`config.mk`:
```
export PLATFORM = sky130hd
export DESIGN_NAME = source_text_tokenizer_unit_flat
export DESIGN_NICKNAME = d
export VERILOG_FILES = /design/src/hdl/stt_pkg.sv /design/src/hdl/stt_if.sv /design/src/hdl/stt_core.sv /design/src/hdl/stt_result_fifo.sv /design/src/hdl/source_text_tokenizer_unit.sv /design/src/flat_wrapper.sv
export SDC_FILE = /design/constraint.sdc
export NUM_CORES = 1
export LEC_CHECK = 0
export ABC_AREA = 1
export BUFFER_PORTS_ARGS = -buffer_cell sky130_fd_sc_hd__buf_4
export CAP_MARGIN = 5
export CORE_MARGIN = 4
export CORE_UTILIZATION = 40
export DETAILED_ROUTE_END_ITERATION = 8
export GPL_TIMING_DRIVEN = 1
export HOLD_SLACK_MARGIN = 0.12
export PLACE_DENSITY = 0.54
export SLEW_MARGIN = 20
export SYNTH_ARGS = -nofsm -noshare
export SYNTH_HDL_FRONTEND = slang
export SYNTH_SLANG_ARGS = --single-unit
```
`constraint.sdc`:
```
create_clock -name i_clk -period 6.27 [get_ports i_clk]
set_clock_uncertainty 0.2 [all_clocks]
set_input_delay 0 -clock i_clk [delete_from_list [all_inputs] [get_ports i_clk]]
set_output_delay 0 -clock i_clk [all_outputs]
set_load 0.005 [all_outputs]
```
`src/hdl/stt_pkg.sv`:
```
// Shared types, codes and the byte class table for the source text tokenizer.
`default_nettype none

package stt_pkg;

    // Result kinds
    localparam logic [1:0] KindWord  = 2'd0;
    localparam logic [1:0] KindDelim = 2'd1;
    localparam logic [1:0] KindError = 2'd2;
    localparam logic [1:0] KindEnd   = 2'd3;

    // Literal modes
    localparam logic [1:0] QuoteNone   = 2'd0;
    localparam logic [1:0] QuoteDouble = 2'd1;
    localparam logic [1:0] QuoteSingle = 2'd2;

    localparam logic [7:0] ChEnd       = 8'h00;
    localparam logic [7:0] ChDquote    = 8'h22;
    localparam logic [7:0] ChSquote    = 8'h27;
    localparam logic [7:0] ChBackslash = 8'h5C;
    localparam logic [7:0] ChNewline   = 8'h0A;
    localparam logic [7:0] ChTab       = 8'h09;
    localparam logic [7:0] ChCr        = 8'h0D;
    localparam logic [7:0] ChSpace     = 8'h20;

    localparam logic [15:0] LineMax = 16'hFFFF;

    typedef enum logic [1:0] {
        ClsWord  = 2'd0,
        ClsBlank = 2'd1,
        ClsDelim = 2'd2
    } t_class;

    // One result item
    typedef struct packed {
        logic [1:0]  kind;
        logic [15:0] token_start;
        logic [15:0] token_length;
        logic [15:0] line_number;
        logic        last_of_run;
    } t_result;

    // Results produced by one byte, compacted into the low slots
    typedef struct packed {
        logic [1:0] count;
        t_result    res0;
        t_result    res1;
    } t_push;

    function automatic t_class classify(input logic [7:0] b);
        t_class c;
        c = ClsWord;
        case (b)
            ChSpace, ChTab, ChCr: c = ClsBlank;
            8'h2D, 8'h2B, 8'h2A, 8'h2F, 8'h5B, 8'h5D, 8'h7B, 8'h7D,
            8'h3B, 8'h3D, 8'h21, 8'h40, 8'h2C, 8'h24, 8'h7E, 8'h3C,
            8'h3E, 8'h60, 8'h25, 8'h5E, 8'h26, 8'h3A, 8'h28, 8'h29,
            8'h2E, 8'h3F, ChNewline: c = ClsDelim;
            default: c = ClsWord;
        endcase
        return c;
    endfunction

endpackage

`default_nettype wire

```
`src/hdl/stt_if.sv`:
```
// Valid/ready channel interfaces for text bytes and token results.
`default_nettype none

interface stt_in_if;
    logic       valid;
    logic       ready;
    logic [7:0] text_byte;

    modport source (output valid, output text_byte, input ready);
    modport sink   (input valid, input text_byte, output ready);
endinterface

interface stt_out_if;
    logic        valid;
    logic        ready;
    logic [1:0]  kind;
    logic [15:0] token_start;
    logic [15:0] token_length;
    logic [15:0] line_number;
    logic        last_of_run;

    modport source (output valid, output kind, output token_start, output token_length,
                    output line_number, output last_of_run, input ready);
    modport sink   (input valid, input kind, input token_start, input token_length,
                    input line_number, input last_of_run, output ready);
endinterface

`default_nettype wire

```
`src/hdl/stt_core.sv`:
```
// Tokenizer state and per-byte decision logic.
`default_nettype none

module stt_core
    import stt_pkg::*;
#(
    parameter logic [15:0] POS_LIMIT = 16'hFFFF
) (
    input  wire logic       i_clk,
    input  wire logic       i_rst_n,
    input  wire logic       i_fire,
    input  wire logic [7:0] i_byte,
    output t_push           o_push
);

    logic [15:0] r_position,   n_position;
    logic [15:0] r_pend_start, n_pend_start;
    logic [1:0]  r_quote,      n_quote;
    logic        r_bs_parity,  n_bs_parity;
    logic [15:0] r_line,       n_line;
    logic        r_err_hold,   n_err_hold;

    logic        is_quote;
    logic [1:0]  quote_kind;
    logic        closing;
    logic [1:0]  quote_mid;
    logic [15:0] start_mid;
    t_class      cls;
    logic        emit_word;
    logic        emit_delim;
    t_result     word_res;
    t_result     delim_res;

    // Decide results and next state for the byte in the input register
    always_comb begin
        is_quote   = (i_byte == ChDquote) || (i_byte == ChSquote);
        quote_kind = (i_byte == ChDquote) ? QuoteDouble : QuoteSingle;
        closing    = is_quote && (r_quote != QuoteNone) && (r_quote == quote_kind);
        cls        = classify(i_byte);

        quote_mid = r_quote;
        start_mid = r_pend_start;
        if (closing) begin
            quote_mid = QuoteNone;
        end else if (is_quote && (r_quote == QuoteNone)) begin
            quote_mid = quote_kind;
            start_mid = r_position;
        end

        emit_word  = (quote_mid == QuoteNone) && (cls != ClsWord) && (r_position > start_mid);
        emit_delim = (quote_mid == QuoteNone) && (cls == ClsDelim);

        word_res.kind         = KindWord;
        word_res.token_start  = start_mid;
        word_res.token_length = r_position - start_mid;
        word_res.line_number  = '0;
        word_res.last_of_run  = !emit_delim;

        delim_res.kind         = KindDelim;
        delim_res.token_start  = r_position;
        delim_res.token_length = 16'd1;
        delim_res.line_number  = '0;
        delim_res.last_of_run  = 1'b1;

        n_position   = r_position;
        n_pend_start = r_pend_start;
        n_quote      = r_quote;
        n_bs_parity  = r_bs_parity;
        n_line       = r_line;
        n_err_hold   = r_err_hold;

        o_push.count = 2'd0;
        o_push.res0  = word_res;
        o_push.res1  = delim_res;

        if (i_fire) begin
            if (i_byte == ChEnd) begin
                // End of text: emit marker, drop everything
                o_push.count             = 2'd1;
                o_push.res0.kind         = KindEnd;
                o_push.res0.token_start  = r_position;
                o_push.res0.token_length = '0;
                o_push.res0.line_number  = '0;
                o_push.res0.last_of_run  = 1'b1;
                n_position   = '0;
                n_pend_start = '0;
                n_quote      = QuoteNone;
                n_bs_parity  = 1'b0;
                n_line       = 16'd1;
                n_err_hold   = 1'b0;
            end else if (r_err_hold) begin
                // Ignore bytes until end of text
                o_push.count = 2'd0;
            end else if (closing && r_bs_parity) begin
                // Escaped closing quote: report and hold
                o_push.count             = 2'd1;
                o_push.res0.kind         = KindError;
                o_push.res0.token_start  = r_position;
                o_push.res0.token_length = '0;
                o_push.res0.line_number  = r_line;
                o_push.res0.last_of_run  = 1'b1;
                n_err_hold = 1'b1;
            end else begin
                o_push.count = 2'({1'b0, emit_word} + {1'b0, emit_delim});
                if (!emit_word) begin
                    o_push.res0 = delim_res;
                end
                n_quote      = quote_mid;
                n_pend_start = start_mid;
                if ((quote_mid == QuoteNone) && (cls != ClsWord)) begin
                    n_pend_start = (r_position < POS_LIMIT) ? r_position + 16'd1 : POS_LIMIT;
                end
                if ((i_byte == ChNewline) && (r_line != LineMax)) begin
                    n_line = r_line + 16'd1;
                end
                n_bs_parity = (i_byte == ChBackslash) ? !r_bs_parity : 1'b0;
                n_position  = (r_position < POS_LIMIT) ? r_position + 16'd1 : POS_LIMIT;
            end
        end
    end

    // Hold tokenizer state
    always_ff @(posedge i_clk) begin
        if (!i_rst_n) begin
            r_position   <= '0;
            r_pend_start <= '0;
            r_quote      <= QuoteNone;
            r_bs_parity  <= 1'b0;
            r_line       <= 16'd1;
            r_err_hold   <= 1'b0;
        end else begin
            r_position   <= n_position;
            r_pend_start <= n_pend_start;
            r_quote      <= n_quote;
            r_bs_parity  <= n_bs_parity;
            r_line       <= n_line;
            r_err_hold   <= n_err_hold;
        end
    end

endmodule

`default_nettype wire

```
`src/hdl/stt_result_fifo.sv`:
```
// Four-entry result queue taking up to two items per cycle, giving one.
`default_nettype none

module stt_result_fifo
    import stt_pkg::*;
(
    input  wire logic  i_clk,
    input  wire logic  i_rst_n,
    input  t_push      i_push,
    input  wire logic  i_pop,
    output logic       o_room,
    output logic       o_valid,
    output t_result    o_head
);

    t_result    r_mem [4];
    logic [1:0] r_wr, n_wr;
    logic [1:0] r_rd, n_rd;
    logic [2:0] r_count, n_count;
    logic       pop;

    assign o_valid = (r_count != 3'd0);
    assign o_head  = r_mem[r_rd];
    assign o_room  = (r_count <= 3'd2);
    assign pop     = i_pop && o_valid;

    // Advance pointers and fill level
    always_comb begin
        n_wr    = r_wr + i_push.count;
        n_rd    = r_rd + {1'b0, pop};
        n_count = r_count + {1'b0, i_push.count} - {2'b00, pop};
    end

    // Write up to two items
    always_ff @(posedge i_clk) begin
        if (i_push.count != 2'd0) begin
            r_mem[r_wr] <= i_push.res0;
        end
        if (i_push.count == 2'd2) begin
            r_mem[r_wr + 2'd1] <= i_push.res1;
        end
    end

    always_ff @(posedge i_clk) begin
        if (!i_rst_n) begin
            r_wr    <= '0;
            r_rd    <= '0;
            r_count <= '0;
        end else begin
            r_wr    <= n_wr;
            r_rd    <= n_rd;
            r_count <= n_count;
        end
    end

endmodule

`default_nettype wire

```
`src/hdl/source_text_tokenizer_unit.sv`:
```
// Top level of the source text tokenizer.
//
// i_text carries one source byte per item; byte 0 ends the text. o_token
// carries result items: word tokens, delimiter tokens, string errors and
// the end-of-text marker, each with start offset, length and error line.
// A byte gives zero, one or two items; last_of_run marks the final one.
//
// A byte accepted into the input register is decided there and its items
// are written into the result queue, whose head is offered on o_token.
// Throughput: one byte per cycle while each byte gives at most one item
// and o_token is ready; the four-entry result queue drains one item per
// cycle, so both items of a two-item byte pass the output port in turn.
// Input is taken while the input register is empty or its byte can enter
// the queue (at least two free entries).
// Reset clears position and pending start to 0, line to 1, the literal
// mode, backslash parity and error hold, and empties the queue.
// When the receiver stalls, items wait in the queue and the input stops
// once the queue cannot hold two more items.
`default_nettype none

module source_text_tokenizer_unit
    import stt_pkg::*;
#(
    parameter int unsigned MAX_TEXT_BYTES = 65535
) (
    input  wire logic  i_clk,
    input  wire logic  i_rst_n,
    stt_in_if.sink     i_text,
    stt_out_if.source  o_token
);

    localparam logic [15:0] PosLimit =
        (MAX_TEXT_BYTES < 65535) ? 16'(MAX_TEXT_BYTES) : 16'hFFFF;

    logic       r_in_valid;
    logic [7:0] r_in_byte;
    logic       room;
    logic       fire;
    t_push      push;
    t_result    head;
    logic       head_valid;

    assign fire         = r_in_valid && room;
    assign i_text.ready = !r_in_valid || room;

    // Input register
    always_ff @(posedge i_clk) begin
        if (!i_rst_n) begin
            r_in_valid <= 1'b0;
        end else if (i_text.ready) begin
            r_in_valid <= i_text.valid;
        end
    end

    always_ff @(posedge i_clk) begin
        if (i_text.ready && i_text.valid) begin
            r_in_byte <= i_text.text_byte;
        end
    end

    stt_core #(
        .POS_LIMIT (PosLimit)
    ) u_core (
        .i_clk   (i_clk),
        .i_rst_n (i_rst_n),
        .i_fire  (fire),
        .i_byte  (r_in_byte),
        .o_push  (push)
    );

    stt_result_fifo u_fifo (
        .i_clk   (i_clk),
        .i_rst_n (i_rst_n),
        .i_push  (push),
        .i_pop   (o_token.ready),
        .o_room  (room),
        .o_valid (head_valid),
        .o_head  (head)
    );

    // Drive the result channel from the queue head
    assign o_token.valid        = head_valid;
    assign o_token.kind         = head.kind;
    assign o_token.token_start  = head.token_start;
    assign o_token.token_length = head.token_length;
    assign o_token.line_number  = head.line_number;
    assign o_token.last_of_run  = head.last_of_run;

    // End of text always queues its marker
    a_end_queued: assert property (@(posedge i_clk) disable iff (!i_rst_n)
        fire && (r_in_byte == ChEnd) |=> o_token.valid)
        else $error("end marker not queued");

    // Only string errors carry a line number, and it is never zero
    a_line_use: assert property (@(posedge i_clk) disable iff (!i_rst_n)
        o_token.valid |-> ((o_token.kind == KindError) == (o_token.line_number != 16'd0)))
        else $error("line number on wrong kind");

    // Delimiters are one byte long and always close their run
    a_delim_len: assert property (@(posedge i_clk) disable iff (!i_rst_n)
        o_token.valid && (o_token.kind == KindDelim)
            |-> (o_token.token_length == 16'd1) && o_token.last_of_run)
        else $error("bad delimiter item");

    // A byte only leaves the input register when the queue has room
    a_no_overflow: assert property (@(posedge i_clk) disable iff (!i_rst_n)
        (push.count != 2'd0) |-> room)
        else $error("result queue overflow");

endmodule

`default_nettype wire
```
`src/flat_wrapper.sv`:
```
// flat-port wrapper written by rule: the top's interface ports become plain ports
module source_text_tokenizer_unit_flat import stt_pkg::*;
#(
    parameter int unsigned MAX_TEXT_BYTES = 65535
)
  (i_clk, i_rst_n, i_text_valid, i_text_text_byte, i_text_ready, o_token_valid, o_token_kind, o_token_token_start, o_token_token_length, o_token_line_number, o_token_last_of_run, o_token_ready);
  stt_in_if i_text_i ();
  stt_out_if o_token_i ();
  input  wire logic i_clk;
  input  wire logic i_rst_n;
  input wire logic [$bits(i_text_i.valid)-1:0] i_text_valid;
  input wire logic [$bits(i_text_i.text_byte)-1:0] i_text_text_byte;
  output wire logic [$bits(i_text_i.ready)-1:0] i_text_ready;
  output wire logic [$bits(o_token_i.valid)-1:0] o_token_valid;
  output wire logic [$bits(o_token_i.kind)-1:0] o_token_kind;
  output wire logic [$bits(o_token_i.token_start)-1:0] o_token_token_start;
  output wire logic [$bits(o_token_i.token_length)-1:0] o_token_token_length;
  output wire logic [$bits(o_token_i.line_number)-1:0] o_token_line_number;
  output wire logic [$bits(o_token_i.last_of_run)-1:0] o_token_last_of_run;
  input wire logic [$bits(o_token_i.ready)-1:0] o_token_ready;
  assign i_text_i.valid = i_text_valid;
  assign i_text_i.text_byte = i_text_text_byte;
  assign i_text_ready = i_text_i.ready;
  assign o_token_valid = o_token_i.valid;
  assign o_token_kind = o_token_i.kind;
  assign o_token_token_start = o_token_i.token_start;
  assign o_token_token_length = o_token_i.token_length;
  assign o_token_line_number = o_token_i.line_number;
  assign o_token_last_of_run = o_token_i.last_of_run;
  assign o_token_i.ready = o_token_ready;
  source_text_tokenizer_unit #(.MAX_TEXT_BYTES(MAX_TEXT_BYTES)) u_core (.i_clk(i_clk), .i_rst_n(i_rst_n), .i_text(i_text_i), .o_token(o_token_i));
endmodule
```
==> out/results.tsv, run 1 <==
stage	metric	value	unit
power	seqPwrFrac	34.9	%
final_layout	layout-drive-gt1-share	9.34	%
logic_synthesis	synth_fp_nets	1947	
power	peakVddDrop	0.226	mV
setup_path	cp_max_fo	19	
floorplanning	rows	68	
timing	finalHoldViolations	0	
final_layout	final_cell_mix	357 x nand2_1, 287 x nand3_1, 255 x o21ai_0	
logic_synthesis	syn_area_per_cell	7.42	um2
route	vias	13531	
floorplanning	initial_core_util	40.7	%
final_layout	antenna_cells	0	
setup_path	cp.buffers_inverters	3	
power	power_switching	2030	uW
timing	max_freq	187	MHz
power	leakage	0.00675	uW
setup_path	worstSetupEndpointType	register	
outcome	status	finished clean	
logic_synthesis	synth_cells	1905	
setup_path	worstPathArrival	5290	ps
timing	finalCritPeriodShare	85.4	%
setup_path	crit_required	6200	ps
floorplanning	die_x	196	um
grt	grt_use_met2	36.7	%
power	power_density	361	nW/um2
setup_path	timing_worst_setup_path_type	register to register	
final_layout	fin_nets	1975	
final_layout	fin_util	46.6	%
floorplanning	num_io_pins	65	
setup_path	cp_top_family	simple AND/OR/NAND/NOR gates	
final_layout	final_common_cell	nand2_1	
grt	grt_pass1_vias	12527	
timing	fin_crit	5350	ps
floorplanning	fp.dieH	196	um
timing	fin_setup_tns	0	ps
grt	grt_util_met3	3.47	%
setup_path	start_kind	register	
route	first_pass_iters	5	
setup_path	slowest_delay	710	ps
logic_synthesis	synthFlopType	dfxtp_1	
power	swShare	34.9	%
setup_path	crit_path_frequent_cell	nand2_1	
grt	gr-usage-met1	34.0	%
placed_design	preCtsSetupSlack	876	ps
cts	cts-buffers-inserted	34	
cts	clock-sinks	274	
job	drv_cap	0	
route	drc	0	
cts	cts_tree	yes	
cts	cts_resized	0	
grt	grt_start_max_net_pins	66	
timing	slew_headroom	28.4	%
grt	antenna_found_initial	0	
final_layout	area_growth_syn_to_layout	14.4	%
floorplanning	core	34700	um2
grt	grt_pass1_wl	72800	um
cts	clock_path_buffers	3	
cts	htree_levels	2	
route	ant_nets	0	
timing	finalSetupViolCount	0	
timing	setup_ws	916	ps
logic_synthesis	synth-async-reset-ratio	0	%
route	via_per_inst	5.61	
placed_design	gp_congestion	0.903	
power	combinationalPowerShare	30.6	%
cts	cts_root_buf	clkbuf_16	
placed_design	hpwlAfterDp	30000	um
setup_path	slowest_stage	nand2_1	
route	drt_iter0_drc	1209	
cts	path_clk_slew	50	ps
floorplanning	die_area	38400	um2
grt	grtUsageTotal	23.6	%
placed_design	io_buffers	64	
grt	busiest_layer	met2	
setup_path	path_cells	inv_1 > nand2_1 > nor2_2 > a21boi_0 > nand2_1 > inv_1 > a21oi_1 > ha_1 > fa_1 > o21ai_2 > nand2_1 > nand2_1 > nand2_1 > a21oi_1 > nand3_1 > inv_1 > ha_1 > nand2_1 > nand3_2 > nor2_2 > nand2_1 > nand2_1	
timing	tightest_slew	1070	ps
power	p_clk_share	34.4	%
logic_synthesis	ys_types	48	
route	wl_per_cell	19.3	um
cts	clk_latency	520	ps
cts	post-cts-setup-buffer-count	0	
logic_synthesis	syn-cell-area	14100	um2
power	p_int	3800	uW
logic_synthesis	ys_warn_count	0	
grt	gr-total-overflow	0	
timing	grt_setup_unrepaired	false	
logic_synthesis	synth_edf_count	72	
final_layout	fill_cells	3537	
min_path	min_path_type	register to register	
logic_synthesis	ys_seq_elements	274	
route	wl	46500	um
timing	maxSlewViolCount	0	
cts	cts_hold_buffers	22	
logic_synthesis	ys_seq_area_share	43.9	%
[power groups by stage]
stage	Clock, uW	Combinational (uW)	Sequential (uW)
floorplan	0	1090	2010
global placement	0	1760	2070
detailed placement	0	1760	2070
CTS	2040	1780	2040
global route	2120	1970	2050
finish	2010	1790	2040
[metal layers]
metal	vias to the layer above	part of all wire [%]	wire length [um]
met3	93	6.5	3010
met2	482	43	20100
li1	6563	-	-
met1	6393	47	22000
met5	-	0	0
met4	0	3.0	1410
[state kept, by name (all words and copies together), names as in the netlist, named ones only]
name,count
u_core.r_in_byte,8
u_core.r_in_valid,1
u_core.u_core.r_bs_parity,1
u_core.u_core.r_err_hold,1
u_core.u_core.r_line,16
u_core.u_core.r_pend_start,16
u_core.u_core.r_position,16
u_core.u_core.r_quote,2
u_core.u_fifo.r_count,3
u_core.u_fifo.r_mem,204
u_core.u_fifo.r_rd,2
u_core.u_fifo.r_wr,2
[worst min-delay path, cell delays in order (launching register included)]
cell,delay (ps)
dfxtp_1,300
nand2_1,60
a21oi_1,50
[area by class of cell]
cell class	instances	area [um2]	share of cell area [%]
clock buffer	48	985	6.09
clock inverter	14	165	1.02
inverter	128	480	2.97
multi-input combinational	1388	6900	42.7
sequential	274	6210	38.4
tap	455	569	3.52
timing repair buffer	107	858	5.31
[final timing paths]
check / slack [ps] / end / from / cells after the start
worst max-delay path: 920 / u_core.u_fifo.r_mem[0][35]$_DFFE_PP_ / u_core.r_in_byte[7]$_DFFE_PP_ / 22
worst min-delay path: 260 / u_core.u_core.r_pend_start[2]$_SDFFE_PN0P_ / u_core.u_core.r_pend_start[2]$_SDFFE_PN0P_ / 2
worst max register to register: 920 / u_core.u_fifo.r_mem[0][35]$_DFFE_PP_ / u_core.r_in_byte[7]$_DFFE_PP_ / 22
worst min register to register: 260 / u_core.u_core.r_pend_start[2]$_SDFFE_PN0P_ / u_core.u_core.r_pend_start[2]$_SDFFE_PN0P_ / 2
[kinds of logic (layout without fill, tap and decap cells)]
group	count (synthesis)	in the layout	share of synthesized area (%)
flip-flops	274	274	43.9
XOR/XNOR	25	25	1.55
adder cells (fa/ha/maj)	30	30	2.76
AO/OA/AOI/OAI	447	447	17.0
AND/OR/NAND/NOR	886	886	27.5
buffers and inverters	243	297	7.27
[through the flow]
| stage | hold WS [ps] | instances | power [uW] | instance area (um2) |
|---|---|---|---|---|
| 2_1_floorplan | -107 | 1905 | 3090 | 14100 |
| 3_3_place_gp | -10.1 | 2330 | 3830 | 14800 |
| 3_5_place_dp | -12.4 | 2330 | 3840 | 14800 |
| 4_1_cts | 255 | 2414 | 5870 | 16200 |
| 5_1_grt | 286 | 2414 | 6140 | 16200 |
| 6_report | 263 | 2414 | 5830 | 16200 |
[synth_stat cells (3+ instances only)]
cell / count / area [um2]
inv_1: 114 / 428
ha_1: 28 / 350
o22ai_1: 52 / 325
nand3_2: 3 / 30.0
nor4_1: 7 / 43.8
nand2_1: 357 / 1340
nor2_2: 3 / 18.8
xnor2_1: 9 / 78.8
buf_6: 7 / 78.8
nand3_1: 287 / 1440
a31oi_1: 3 / 18.8
or2_2: 6 / 37.5
dfxtp_1: 202 / 4040
buf_2: 41 / 205
xor2_1: 16 / 140
clkbuf_1: 62 / 233
inv_2: 10 / 37.5
nor2_1: 175 / 657
buf_4: 3 / 22.5
o21a_1: 8 / 60.1
a21oi_1: 106 / 531
nand2_2: 13 / 81.3
nor3_1: 14 / 70.1
edfxtp_1: 72 / 2160
o211ai_1: 3 / 22.5
nand2_4: 3 / 33.8
o21ai_0: 255 / 1280
o22a_1: 4 / 35.0
clkinv_1: 4 / 15.0
nand4_1: 10 / 62.6
Note: power is estimated with default switching activity, not from simulation.
==> run 2: changes to the inputs <==
--- a/config.mk
+++ b/config.mk
@@ -10,6 +10,7 @@
 export CAP_MARGIN = 5
 export CORE_MARGIN = 4
 export CORE_UTILIZATION = 40
+export CTS_BUF_LIST = sky130_fd_sc_hd__clkbuf_2 sky130_fd_sc_hd__clkbuf_4 sky130_fd_sc_hd__clkbuf_8
 export DETAILED_ROUTE_END_ITERATION = 8
 export GPL_TIMING_DRIVEN = 1
 export HOLD_SLACK_MARGIN = 0.12
==> out/results.tsv, run 2 (synthesized netlist as in run 1, its figures left out) <==
stage	metric	value	unit
min_path	worstHoldStart	i_text_text_byte[5]	
floorplanning	die_x	196	um
timing	hold_ws	189	ps
cts	clock_path_buffers	3	
floorplanning	fp.dieH	196	um
setup_path	reg2reg_slack	820	ps
setup_path	crit_required	6290	ps
power	total_power	5530	uW
route	via_per_inst	5.58	
cts	post-cts-setup-buffer-count	0	
placed_design	dp_cells	2330	
cts	cts_resized	0	
grt	grtUsageTotal	23.8	%
grt	grt_start_max_net_pins	66	
final_layout	top_register	u_core.u_fifo.r_mem	
power	power_density	346	nW/um2
setup_path	timing_worst_setup_path_type	register to register	
grt	gr-usage-met1	34.3	%
setup_path	crit_path_frequent_cell	nand2_1	
route	wl_per_cell	19.3	um
route	ant_nets	0	
timing	fin_setup_tns	0	ps
setup_path	worstSetupEndpointType	register	
power	peakVddDrop	0.210	mV
grt	antenna_found_initial	0	
placed_design	hpwlAfterDp	30000	um
timing	tightest_slew	1080	ps
grt	grt_util_met3	4.09	%
cts	cts_tree	yes	
final_layout	largest_reg_flops	204	
cts	cts_hold_buffers	20	
outcome	status	finished clean	
final_layout	final_cell_mix	357 x nand2_1, 287 x nand3_1, 255 x o21ai_0	
job	drv_cap	0	
timing	grt_setup_unrepaired	false	
final_layout	fin_nets	1988	
floorplanning	core	34700	um2
setup_path	reg2reg_depth	22	
floorplanning	die_area	38400	um2
cts	path_clk_slew	50	ps
final_layout	fin_util	46.0	%
route	vias	13601	
timing	finalHoldViolations	0	
cts	cts_root_buf	clkbuf_8	
setup_path	worstPathArrival	5470	ps
floorplanning	initial_core_util	40.7	%
final_layout	antenna_cells	0	
route	drt_iter0_drc	1264	
floorplanning	num_io_pins	65	
grt	grt_use_met2	36.8	%
cts	cts-buffers-inserted	49	
cts	htree_levels	2	
timing	maxSlewViolCount	0	
min_path	min_path_type	primary input to register	
final_layout	layout-drive-gt1-share	11.0	%
floorplanning	rows	68	
final_layout	area_growth_syn_to_layout	13.1	%
final_layout	final_cell_count_no_fill	2438	
timing	finalSetupViolCount	0	
min_path	holdPathStages	6	
grt	grt_pass1_wl	73300	um
setup_path	reg2reg_to	u_core.u_fifo.r_mem[0][40]$_DFFE_PP_	
setup_path	start_kind	register	
final_layout	final_common_cell	nand2_1	
setup_path	slowest_delay	720	ps
grt	busiest_layer	met2	
timing	max_freq	183	MHz
cts	clk_latency	620	ps
timing	slew_headroom	27.8	%
power	leakage	0.00672	uW
placed_design	io_buffers	64	
grt	gr-total-overflow	0	
grt	grt_pass1_vias	12616	
route	first_pass_iters	5	
setup_path	path_cells	inv_1 > nand2_1 > nor2_2 > a21boi_0 > nand2_1 > inv_1 > a21oi_1 > ha_1 > fa_1 > o21ai_2 > nand2_1 > nand2_1 > nand2_1 > a21oi_1 > nand3_1 > inv_1 > ha_1 > nand2_1 > nand3_2 > nor2_2 > nand2_1 > nand2_1	
cts	clock-sinks	274	
setup_path	cp_max_fo	19	
setup_path	slowest_stage	nand2_1	
setup_path	worstReg2RegStart	u_core.r_in_byte[7]$_DFFE_PP_	
placed_design	gp_congestion	0.903	
timing	fin_crit	5450	ps
timing	finalCritPeriodShare	87.0	%
route	drc	0	
route	wl	47000	um
==> run 2: worst max-delay path by stage <==
stage | from | endpoint | cells past startpoint
floorplan | u_core.r_in_byte[7]$_DFFE_PP_ | u_core.u_fifo.r_mem[0][33]$_DFFE_PP_ | 22
global placement | u_core.r_in_byte[7]$_DFFE_PP_ | u_core.u_fifo.r_mem[0][38]$_DFFE_PP_ | 22
detailed placement | u_core.r_in_byte[7]$_DFFE_PP_ | u_core.u_fifo.r_mem[0][39]$_DFFE_PP_ | 22
CTS | u_core.r_in_byte[7]$_DFFE_PP_ | u_core.u_fifo.r_mem[0][35]$_DFFE_PP_ | 22
global route | u_core.r_in_byte[7]$_DFFE_PP_ | u_core.u_fifo.r_mem[0][40]$_DFFE_PP_ | 22
finish | u_core.r_in_byte[7]$_DFFE_PP_ | u_core.u_fifo.r_mem[0][40]$_DFFE_PP_ | 22
==> run 2: per-layer routing <==
layer	wire length, um	vias to the layer above
li1	-	6602
met1	22100	6445
met2	20500	455
met3	3250	99
met4	1170	0
met5	0	-
==> run 2: final cells by class <==
class                      instances  area (um2)
timing repair buffer             105         838
inverter                         128         480
clock buffer                      78         917
multi-input combinational       1388        6900
clock inverter                    10        65.1
fill                            3576       18700
tap                              455         569
sequential                       274        6210
==> run 2: where the power goes <==
group,internal [uW],switching (uW)
clock,930,780
combinational,643,1130
sequential,1930,114
total,3500,2020
==> run 2: stage by stage <==
stage	area [um2]	setup WS, ps
CTS	16000	835
global placement	14800	943
detailed placement	14800	876
floorplan	14100	1770
finish	16000	818
global route	16000	393
==> run 2: worst max-delay path, delay by kind of cell, from the launching register on <==
family	cells	cell delay, ps
AO/OA/AOI/OAI	4	960
adder cells (fa/ha/maj)	3	920
buffers and inverters	3	390
flip-flops	1	410
AND/OR/NAND/NOR	12	2160
